### config.mk
export PLATFORM = sky130hd
export DESIGN_NAME = touch_sensor_stuck_watchdog_core
export DESIGN_NICKNAME = d
export VERILOG_FILES = /design/src/sv/tswd_pkg.sv /design/src/sv/tswd_level_check.sv /design/src/sv/tswd_stuck_pass.sv /design/src/sv/touch_sensor_stuck_watchdog_core.sv
export SDC_FILE = /design/constraint.sdc
export NUM_CORES = 1
export LEC_CHECK = 0
export ABC_CLOCK_PERIOD_IN_PS = 8400
export BUFFER_PORTS_ARGS = -buffer_cell sky130_fd_sc_hd__buf_4
export CELL_PAD_IN_SITES_DETAIL_PLACEMENT = 1
export CELL_PAD_IN_SITES_GLOBAL_PLACEMENT = 1
export CORE_MARGIN = 4
export CORE_UTILIZATION = 48
export DETAILED_ROUTE_END_ITERATION = 8
export PLACE_DENSITY = 0.89
export SETUP_SLACK_MARGIN = 0.3
export SYNTH_ARGS = -nofsm -noshare
export SYNTH_HDL_FRONTEND = slang
export SYNTH_SLANG_ARGS = --single-unit
### constraint.sdc
create_clock -name clock -period 8.4 [get_ports clock]
set_clock_uncertainty 0.2 [all_clocks]
set_input_delay 0.42 -clock clock [delete_from_list [all_inputs] [get_ports clock]]
set_output_delay 0.42 -clock clock [all_outputs]
set_load 0.05 [all_outputs]
### src/sv/tswd_pkg.sv
`timescale 1ns / 1ps
// types and constants of the touch sensor stuck watchdog
// no dependencies
package tswd_pkg;

   localparam int DATA_W     = 16;
   localparam int MAX_BTN    = 4;
   localparam int BTN_IDX_W  = 2;
   localparam int SUM_W      = DATA_W + BTN_IDX_W;
   localparam int CSR_IDX_W  = 2;

   localparam logic [DATA_W-1:0] MIN_LEVEL_RESET   = 16'd12000;
   localparam logic [DATA_W-1:0] COUNT_LIMIT_RESET = 16'd5000;
   localparam logic [DATA_W-1:0] REF_LIMIT_RESET   = 16'd10000;
   localparam logic [DATA_W-1:0] IDLE_MAX          = 16'hFFFF;

   typedef enum logic [CSR_IDX_W-1:0] {
      REG_MIN_LEVEL   = 2'd0,
      REG_COUNT_LIMIT = 2'd1,
      REG_REF_LIMIT   = 2'd2
   } csr_index_type;

   typedef enum logic [1:0] {
      CAUSE_NONE  = 2'd0,
      CAUSE_LOW   = 2'd1,
      CAUSE_COUNT = 2'd2,
      CAUSE_REF   = 2'd3
   } cause_type;

   typedef struct packed {
      logic                 hit;
      logic [BTN_IDX_W-1:0] button;
   } pass_hit_type;

endpackage

### src/sv/tswd_level_check.sv
`timescale 1ns / 1ps
// low level check: per-scan sums of counts and references against min level
// depends on tswd_pkg
module tswd_level_check #(
   parameter int NUM_BUTTONS = 4
) (
   input  logic [NUM_BUTTONS-1:0][tswd_pkg::DATA_W-1:0] count_val,
   input  logic [NUM_BUTTONS-1:0][tswd_pkg::DATA_W-1:0] ref_val,
   input  logic [tswd_pkg::DATA_W-1:0]                  min_level,
   output logic                                         level_low
);

   logic [tswd_pkg::SUM_W-1:0] sum_cnt;
   logic [tswd_pkg::SUM_W-1:0] sum_ref;
   logic [tswd_pkg::SUM_W-1:0] threshold;

   always_comb begin
      sum_cnt = '0;
      sum_ref = '0;
      for (int i = 0; i < NUM_BUTTONS; i++) begin
         sum_cnt = sum_cnt + tswd_pkg::SUM_W'(count_val[i]);
         sum_ref = sum_ref + tswd_pkg::SUM_W'(ref_val[i]);
      end
      threshold = tswd_pkg::SUM_W'(tswd_pkg::SUM_W'(min_level) *
                                   tswd_pkg::SUM_W'(NUM_BUTTONS));
      level_low = (sum_ref < threshold) || (sum_cnt < threshold);
   end

endmodule

### src/sv/tswd_stuck_pass.sv
`timescale 1ns / 1ps
// one stuck pass: per-button compare, idle counter update and first-hit search
// depends on tswd_pkg
module tswd_stuck_pass #(
   parameter int NUM_BUTTONS = 4
) (
   input  logic [NUM_BUTTONS-1:0][tswd_pkg::DATA_W-1:0] last_val,
   input  logic [NUM_BUTTONS-1:0][tswd_pkg::DATA_W-1:0] idle_cnt,
   input  logic [NUM_BUTTONS-1:0][tswd_pkg::DATA_W-1:0] now_val,
   input  logic [tswd_pkg::DATA_W-1:0]                  limit,
   output logic [NUM_BUTTONS-1:0][tswd_pkg::DATA_W-1:0] last_next,
   output logic [NUM_BUTTONS-1:0][tswd_pkg::DATA_W-1:0] idle_next,
   output tswd_pkg::pass_hit_type                       hit_info
);

   logic [NUM_BUTTONS-1:0] trig;

   always_comb begin
      for (int i = 0; i < NUM_BUTTONS; i++) begin
         if (last_val[i] != now_val[i]) begin
            last_next[i] = now_val[i];
            idle_next[i] = '0;
         end else begin
            last_next[i] = last_val[i];
            if (idle_cnt[i] == tswd_pkg::IDLE_MAX) begin
               idle_next[i] = idle_cnt[i];
            end else begin
               idle_next[i] = idle_cnt[i] + tswd_pkg::DATA_W'(1);
            end
         end
         trig[i] = (idle_next[i] >= limit);
      end
      hit_info.hit    = |trig;
      hit_info.button = '0;
      // lowest triggering button wins
      for (int i = NUM_BUTTONS - 1; i >= 0; i--) begin
         if (trig[i]) begin
            hit_info.button = tswd_pkg::BTN_IDX_W'(i);
         end
      end
   end

endmodule

### src/sv/touch_sensor_stuck_watchdog_core.sv
`timescale 1ns / 1ps
// Touch sensor stuck watchdog. One scan request is taken per clock cycle and its
// result is registered: the scan waits in the input register while the level
// check and the three stuck passes run into the result register, which also
// updates the per-button last values and idle counters. The rate is set by the
// compare and increment path per button. While a result waits on rsp_ready,
// one more request can enter the input register; the input stage stalls only
// when it is full and the result register is full and not taken. State clears
// at reset with no sweep. Depends on tswd_pkg, tswd_level_check, tswd_stuck_pass.
module touch_sensor_stuck_watchdog_core #(
   parameter int NUM_BUTTONS = 4
) (
   input  logic                              clock,
   input  logic                              reset,
   input  logic                              req_valid,
   output logic                              req_ready,
   input  logic [tswd_pkg::DATA_W-1:0]       req_count_0,
   input  logic [tswd_pkg::DATA_W-1:0]       req_count_1,
   input  logic [tswd_pkg::DATA_W-1:0]       req_count_2,
   input  logic [tswd_pkg::DATA_W-1:0]       req_count_3,
   input  logic [tswd_pkg::DATA_W-1:0]       req_ref_0,
   input  logic [tswd_pkg::DATA_W-1:0]       req_ref_1,
   input  logic [tswd_pkg::DATA_W-1:0]       req_ref_2,
   input  logic [tswd_pkg::DATA_W-1:0]       req_ref_3,
   output logic                              rsp_valid,
   input  logic                              rsp_ready,
   output logic                              rsp_reinit,
   output logic [1:0]                        rsp_cause,
   output logic [tswd_pkg::BTN_IDX_W-1:0]    rsp_stuck_button,
   input  logic                              csr_we,
   input  logic [tswd_pkg::CSR_IDX_W-1:0]    csr_index,
   input  logic [tswd_pkg::DATA_W-1:0]       csr_wdata
);

   typedef logic [NUM_BUTTONS-1:0][tswd_pkg::DATA_W-1:0] btn_vec_type;

   logic [tswd_pkg::MAX_BTN-1:0][tswd_pkg::DATA_W-1:0] req_cnt_all;
   logic [tswd_pkg::MAX_BTN-1:0][tswd_pkg::DATA_W-1:0] req_ref_all;

   logic [tswd_pkg::DATA_W-1:0] min_level_ff;
   logic [tswd_pkg::DATA_W-1:0] count_limit_ff;
   logic [tswd_pkg::DATA_W-1:0] ref_limit_ff;

   logic        in_valid_ff;
   btn_vec_type cnt_ff;
   btn_vec_type ref_ff;

   btn_vec_type last_cnt_ff, last_cnt_in;
   btn_vec_type cnt_idle_ff, cnt_idle_in;
   btn_vec_type last_ref_ff, last_ref_in;
   btn_vec_type ref_idle_ff, ref_idle_in;

   logic                           rsp_valid_ff;
   logic                           rsp_reinit_ff, rsp_reinit_in;
   tswd_pkg::cause_type            rsp_cause_ff, rsp_cause_in;
   logic [tswd_pkg::BTN_IDX_W-1:0] rsp_button_ff, rsp_button_in;

   logic level_low;
   logic advance;

   btn_vec_type pc_last, pc_idle;
   btn_vec_type pr_last, pr_idle;
   btn_vec_type pz_last, pz_idle;
   tswd_pkg::pass_hit_type cnt_hit, ref_hit, refz_hit, ref_sel;

   assign req_cnt_all = {req_count_3, req_count_2, req_count_1, req_count_0};
   assign req_ref_all = {req_ref_3, req_ref_2, req_ref_1, req_ref_0};

   assign advance   = in_valid_ff && (!rsp_valid_ff || rsp_ready);
   assign req_ready = !in_valid_ff || advance;

   // configuration registers
   always_ff @(posedge clock) begin
      if (reset) begin
         min_level_ff   <= tswd_pkg::MIN_LEVEL_RESET;
         count_limit_ff <= tswd_pkg::COUNT_LIMIT_RESET;
         ref_limit_ff   <= tswd_pkg::REF_LIMIT_RESET;
      end else if (csr_we) begin
         case (tswd_pkg::csr_index_type'(csr_index))
            tswd_pkg::REG_MIN_LEVEL:   min_level_ff   <= csr_wdata;
            tswd_pkg::REG_COUNT_LIMIT: count_limit_ff <= csr_wdata;
            tswd_pkg::REG_REF_LIMIT:   ref_limit_ff   <= csr_wdata;
            default: ;
         endcase
      end
   end

   // input stage
   always_ff @(posedge clock) begin
      if (reset) begin
         in_valid_ff <= 1'b0;
      end else if (req_ready) begin
         in_valid_ff <= req_valid;
      end
   end

   always_ff @(posedge clock) begin
      if (req_valid && req_ready) begin
         cnt_ff <= req_cnt_all[NUM_BUTTONS-1:0];
         ref_ff <= req_ref_all[NUM_BUTTONS-1:0];
      end
   end

   tswd_level_check #(.NUM_BUTTONS(NUM_BUTTONS)) u_level (
      .count_val (cnt_ff),
      .ref_val   (ref_ff),
      .min_level (min_level_ff),
      .level_low (level_low)
   );

   tswd_stuck_pass #(.NUM_BUTTONS(NUM_BUTTONS)) u_cnt_pass (
      .last_val  (last_cnt_ff),
      .idle_cnt  (cnt_idle_ff),
      .now_val   (cnt_ff),
      .limit     (count_limit_ff),
      .last_next (pc_last),
      .idle_next (pc_idle),
      .hit_info  (cnt_hit)
   );

   tswd_stuck_pass #(.NUM_BUTTONS(NUM_BUTTONS)) u_ref_pass (
      .last_val  (last_ref_ff),
      .idle_cnt  (ref_idle_ff),
      .now_val   (ref_ff),
      .limit     (ref_limit_ff),
      .last_next (pr_last),
      .idle_next (pr_idle),
      .hit_info  (ref_hit)
   );

   // reference pass on cleared state, used after a count hit
   tswd_stuck_pass #(.NUM_BUTTONS(NUM_BUTTONS)) u_ref_zero_pass (
      .last_val  ('0),
      .idle_cnt  ('0),
      .now_val   (ref_ff),
      .limit     (ref_limit_ff),
      .last_next (pz_last),
      .idle_next (pz_idle),
      .hit_info  (refz_hit)
   );

   always_comb begin
      ref_sel = cnt_hit.hit ? refz_hit : ref_hit;

      last_cnt_in = pc_last;
      cnt_idle_in = pc_idle;
      last_ref_in = pr_last;
      ref_idle_in = pr_idle;
      if (level_low || ref_sel.hit) begin
         last_cnt_in = '0;
         cnt_idle_in = '0;
         last_ref_in = '0;
         ref_idle_in = '0;
      end else if (cnt_hit.hit) begin
         last_cnt_in = '0;
         cnt_idle_in = '0;
         last_ref_in = pz_last;
         ref_idle_in = pz_idle;
      end

      rsp_reinit_in = 1'b1;
      rsp_button_in = '0;
      if (level_low) begin
         rsp_cause_in = tswd_pkg::CAUSE_LOW;
      end else if (cnt_hit.hit) begin
         rsp_cause_in  = tswd_pkg::CAUSE_COUNT;
         rsp_button_in = cnt_hit.button;
      end else if (ref_sel.hit) begin
         rsp_cause_in  = tswd_pkg::CAUSE_REF;
         rsp_button_in = ref_sel.button;
      end else begin
         rsp_cause_in  = tswd_pkg::CAUSE_NONE;
         rsp_reinit_in = 1'b0;
      end
   end

   // per-button state
   always_ff @(posedge clock) begin
      if (reset) begin
         last_cnt_ff <= '0;
         cnt_idle_ff <= '0;
         last_ref_ff <= '0;
         ref_idle_ff <= '0;
      end else if (advance) begin
         last_cnt_ff <= last_cnt_in;
         cnt_idle_ff <= cnt_idle_in;
         last_ref_ff <= last_ref_in;
         ref_idle_ff <= ref_idle_in;
      end
   end

   // result stage
   always_ff @(posedge clock) begin
      if (reset) begin
         rsp_valid_ff <= 1'b0;
      end else if (advance) begin
         rsp_valid_ff <= 1'b1;
      end else if (rsp_ready) begin
         rsp_valid_ff <= 1'b0;
      end
   end

   always_ff @(posedge clock) begin
      if (advance) begin
         rsp_reinit_ff <= rsp_reinit_in;
         rsp_cause_ff  <= rsp_cause_in;
         rsp_button_ff <= rsp_button_in;
      end
   end

   assign rsp_valid        = rsp_valid_ff;
   assign rsp_reinit       = rsp_reinit_ff;
   assign rsp_cause        = 2'(rsp_cause_ff);
   assign rsp_stuck_button = rsp_button_ff;

   a_reinit_cause: assert property (@(posedge clock) disable iff (reset)
      rsp_valid |-> (rsp_reinit == (rsp_cause_ff != tswd_pkg::CAUSE_NONE)))
      else $error("reinit flag disagrees with cause");

   a_button_zero: assert property (@(posedge clock) disable iff (reset)
      rsp_valid && (rsp_cause_ff == tswd_pkg::CAUSE_NONE ||
                    rsp_cause_ff == tswd_pkg::CAUSE_LOW)
      |-> (rsp_stuck_button == '0))
      else $error("stuck button set without a stuck cause");

   a_button_range: assert property (@(posedge clock) disable iff (reset)
      rsp_valid |-> (32'(rsp_stuck_button) < NUM_BUTTONS))
      else $error("stuck button beyond active buttons");

   a_state_cleared: assert property (@(posedge clock) disable iff (reset)
      advance && (rsp_cause_in == tswd_pkg::CAUSE_LOW ||
                  rsp_cause_in == tswd_pkg::CAUSE_REF)
      |=> (last_cnt_ff == '0 && cnt_idle_ff == '0 &&
           last_ref_ff == '0 && ref_idle_ff == '0))
      else $error("state not cleared after re-init");

endmodule
==> results of run 1 <==
[kinds of logic after synthesis]
family / after synthesis
xor gates and xnor gates: 252
muxes: 13
buffers and inverters: 297
DFF: 439
adders and majority gates: 268
AOI/OAI and AO/OA: 662
and+or+nand+nor: 902
[stage by stage]
step                      utilization [%]  hold slack [ns]
after CTS                            57.8           0.0156
after detailed placement             52.1            0.250
after global placement               52.1            0.242
after floorplan                         -            0.236
[what timing repair did]
| action | in CTS |
|---|---|
| hold endpoints to repair | 178 |
| hold buffers | 146 |
| setup buffers | 0 |
[metal layers]
layer,track usage [%],GRT overflow
met4,62.8,45
met1,69.6,3
met5,38.4,0
met3,61.9,4
met2,82.4,29
==> results.tsv, run 1 <==
stage	metric	value	unit
clocking	CTS root buffer	clkbuf_16	
synthesis	leading cell types by count after synthesis	dfxtp_1, nor2_1, ha_1	
synthesis	dominant synthesized flop cell	dfxtp_1	
die	Initial Utilization	48.7	%
die	Die W	242	um
placed_design	HPWL Detailed	63.6	mm
clocking	PostCTS Resize Cnt	0	
synthesis	synth warn	0	
run_status	tool error	[ERROR GRT-0232] Routing congestion too high. Check the congestion heatmap in the GUI.	
placed_design	PortBufs	157	
clocking	Clock Path Buffers	3	
clocking	CTS sink cnt	439	
synthesis	mux share of post-synthesis cell area	0.494	%
synthesis	largest family of logic cells by synthesized area	simple AND/OR/NAND/NOR gates	
synthesis	post-synthesis sequential area ratio	38.4	%
global_route	GRT Total Usage	69.8	%
placed_design	worst slack, placed	0.428	ns
synthesis	EDFF count, synth	133	
placed_design	Inst Count DP	3617	
global_route	initial antenna violation count	16	
die	Die Y	242	um
run_status	status	aborted with a tool error	
synthesis	Seq cells post-synth	439	
global_route	Overflow after GRT	81	
die	# rows	85	
synthesis	area share of the largest cell type after synthesis	23.2	%
synthesis	Synth Area in Simple Gates	17.4	%
synthesis	Post-Synth XOR/XNOR Area	8.38	%
synthesis	synthesized instance count	2833	
synthesis	Post-Syn Area per Cell	9.30	um^2
clocking	number of CTS-inserted buffers	48	
timing	Worst EP post-GRT repair	last_cnt_ff[4]$_SDFFE_PP0P_/D	
global_route	pin count of the biggest net entering global routing	80	
placed_design	Cell Area, Placed	28200	um^2
synthesis	Post-synth ARST share	0	%
synthesis	post-synth top area cell	dfxtp_1	
die	Ports	158	
synthesis	count of cell types in the netlist	81	
synthesis	Post-Syn Nets	3252	
run_status	Stopped at	5_1_grt	
synthesis	Synth Area in Adders	13.7	%
timing	worst-path endpoint category	register data pin	
clocking	H-tree levels	2	
synthesis	synthesized cell area	26300	um^2
synthesis	post-synthesis compound-gate area fraction	17.3	%
synthesis	top-count cell post-synth	dfxtp_1	
placed_design	Final GP Congestion	0.889	
synthesis	top cells by area, synth	dfxtp_1, edfxtp_1, ha_1, xor2_1, a22o_1	
==> run 2, diff against run 1 <==
CELL_PAD_IN_SITES_DETAIL_PLACEMENT = unset   (was 1)
CELL_PAD_IN_SITES_GLOBAL_PLACEMENT = unset   (was 1)
CORE_UTILIZATION = 36   (was 48)
PLACE_DENSITY = unset   (was 0.89)
PLACE_DENSITY_LB_ADDON = 0.15   (was unset)
SETUP_SLACK_MARGIN = unset   (was 0.3)
==> run 2 against run 1 <==
The run now ends clean. Area after synthesis stayed put. Synthesized cell count unchanged.
==> results.tsv, run 2 <==
stage	metric	value	unit
synthesis	Post-Synth XOR/XNOR Area	8.38	%
layout	most common cell after layout, fill and taps aside	dfxtp_1	
synthesis	count of cell types in the netlist	81	
synthesis	top-count cell post-synth	dfxtp_1	
die	Initial Utilization	36.6	%
worst_setup_path	flop2flop setup slack	0.58	ns
synthesis	post-synthesis sequential area ratio	38.4	%
timing	Tmin final	7.82	ns
worst_setup_path	WP buf/inv	2	
timing	Max Slew Vio Count	0	
worst_setup_path	CP top delay family	compound AO/OA/AOI/OAI gates	
min_path	WHS Path Cells	5	
power	Static Leak	12.9	nW
synthesis	top cells by area, synth	dfxtp_1, edfxtp_1, ha_1, xor2_1, a22o_1	
layout	Core Util, Final	44.0	%
detailed_routing	DR WL/cell	19.2	um
worst_setup_path	CP max stage delay	0.85	ns
timing	slew margin rel.	23.2	%
placed_design	Final GP Congestion	0.883	
layout	layout cells sized above 1	9.62	%
detailed_routing	vias	22200	
clocking	Clock Path Buffers	3	
min_path	Hold Path Class	input pin to flip-flop	
die	Die Y	279	um
timing	Final Hold Violating Endpoints	0	
synthesis	synthesized cell area	26300	um^2
run_status	status	completed	
detailed_routing	Post-Route WL	78.9	mm
synthesis	largest family of logic cells by synthesized area	simple AND/OR/NAND/NOR gates	
synthesis	post-synthesis compound-gate area fraction	17.3	%
detailed_routing	vias per cell	5.40	
timing	setup slack after layout	0.585	ns
min_path	Hold Path End	min_level_ff[2]	
synthesis	post-synth top area cell	dfxtp_1	
timing	Least-Margin Pin Slew	1.15	ns
power	pwr/cell area	204	nW/um^2
global_route	pin count of the biggest net entering global routing	83	
synthesis	leading cell types by count after synthesis	dfxtp_1, nor2_1, ha_1	
clocking	CTS root buffer	clkbuf_16	
clocking	CTS sink cnt	439	
clocking	PostCTS Resize Cnt	0	
global_route	Overflow after GRT	0	
timing	maximum clock rate	128	MHz
synthesis	synth warn	0	
synthesis	mux share of post-synthesis cell area	0.494	%
clocking	Worst-path clk slew	0.06	ns
detailed_routing	Iteration-0 DRC Markers	1511	
clocking	H-tree levels	2	
synthesis	Post-Syn Nets	3252	
worst_setup_path	FF-to-FF Start	ref_ff[0]	
layout	final instance area	31700	um^2
global_route	first-pass GRT wire length	122	mm
global_route	vias in the first global route	22000	
placed_design	worst slack, placed	0.749	ns
timing	setup tns final	0	ns
timing	final worst-path cycle share	93.0	%
synthesis	Synth Area in Simple Gates	17.4	%
layout	most frequent cells in the layout	dfxtp_1, nor2_1, ha_1	
synthesis	dominant synthesized flop cell	dfxtp_1	
detailed_routing	DRC	0	
synthesis	Seq cells post-synth	439	
synthesis	Post-synth ARST share	0	%
worst_setup_path	slowest CP cell	or4_1	
die	# rows	98	
detailed_routing	DR pass1 iterations	7	
die	total die area	77600	um^2
placed_design	PortBufs	157	
synthesis	synthesized instance count	2833	
worst_setup_path	CP Launch Type	flip-flop	
placed_design	HPWL Detailed	57.6	mm
worst_setup_path	crit path capture type	flip-flop	
worst_setup_path	Arr. time, crit path	8.12	ns
die	Die W	279	um
synthesis	Synth Area in Adders	13.7	%
clocking	number of CTS-inserted buffers	50	
placed_design	Cell Area, Placed	28600	um^2
power	VDD IR max	0.200	mV
run	max cap viols	0	
global_route	GRT Total Usage	19.6	%
detailed_routing	DRT antenna net count	0	
die	Ports	158	
die	Core ar.	72000	um^2
worst_setup_path	Crit Path Class	flip-flop to flip-flop	
timing	RSZ-0062 raised after global routing	no	
global_route	initial antenna violation count	1	
layout	Antenna diodes	0	
synthesis	area share of the largest cell type after synthesis	23.2	%
synthesis	EDFF count, synth	133	
worst_setup_path	reg-to-reg critical path endpoint	ref_idle_ff[9]	
layout	area delta synth->final	20.3	%
worst_setup_path	worst-path maximum fanout	12	
layout	final net count	3538	
min_path	HP Start	csr_index[1]	
worst_setup_path	R2R depth	30	
timing	final setup vio count	0	
worst_setup_path	Worst EP required	8.70	ns
clocking	clock latency on the worst-skew pair	0.61	ns
clocking	CTS tree	yes	
synthesis	Post-Syn Area per Cell	9.30	um^2
==> run 2: cell counts after synthesis <==
Identical to the previous run, type by type.
==> run 2: worst max-delay path by stage <==
stage | start | end | slack, ns | cells past startpoint
6_report | ref_ff[0] | ref_idle_ff[9] | 0.58 | 30
5_1_grt | ref_ff[0] | last_cnt_ff[3] | 0.07 | 31
4_1_cts | ref_ff[0] | last_cnt_ff[14] | 0.70 | 31
3_5_place_dp | ref_ff[0] | last_cnt_ff[14] | 0.75 | 31
3_3_place_gp | ref_ff[1] | ref_idle_ff[9] | 1.0 | 27
2_1_floorplan | ref_ff[1] | cnt_idle_ff[55] | 1.81 | 29
==> run 2: tightest hold or removal path, stage by stage <==
cell	delay, ns
buf_4	0.13
nor3b_2	0.05
buf_4	0.20
nand2_1	0.09
a21oi_1	0.05
==> run 2: what timing repair did <==
| item | CTS | global route |
|---|---|---|
| hold endpoints to repair | 178 | 0 |
| buffers inserted | 0 | 0 |
| hold buffers | 147 | 0 |
==> run 2: per-stage QoR <==
stage | hold slack, ns | total power, mW | cells
2_1_floorplan | 0.236 | 3.67 | 2833
3_3_place_gp | 0.243 | 4.17 | 3870
3_5_place_dp | 0.247 | 4.22 | 3870
4_1_cts | 0.145 | 6.52 | 4111
5_1_grt | 0.179 | 6.81 | 4111
6_report | 0.189 | 6.46 | 4111
==> run 2: power by group <==
group	leakage, nW	switching [mW]	total [mW]	internal [mW]
clock	0.785	0.927	2.22	1.30
combinational	8.36	1.06	1.80	0.746
sequential	3.77	0.113	2.44	2.32
==> run 2: routing by layer <==
layer / GRT usage [%] / up-vias / wire (um)
li1: - / 10800 / -
met1: 26.2 / 10600 / 35800
met2: 33.0 / 593 / 36700
met3: 3.19 / 145 / 4220
met4: 5.46 / 2 / 2180
met5: 0 / - / 13
==> run 2: final cells by class <==
cell class	count	area (um^2)
Fill cell	6851	40300
Multi-Input combinational cell	2097	15100
Sequential cell	439	10100
Timing Repair Buffer	332	2870
Clock buffer	70	1370
Tap cell	950	1190
Inverter	199	747
Clock inverter	24	282
==> run 2: cells by family after synthesis <==
group,Yosys count
AOI/OAI and AO/OA,662
xor gates and xnor gates,252
adders and majority gates,268
buffers and inverters,297
DFF,439
muxes,13
and+or+nand+nor,902
No activity file was read; power rests on OpenSTA's default activity.
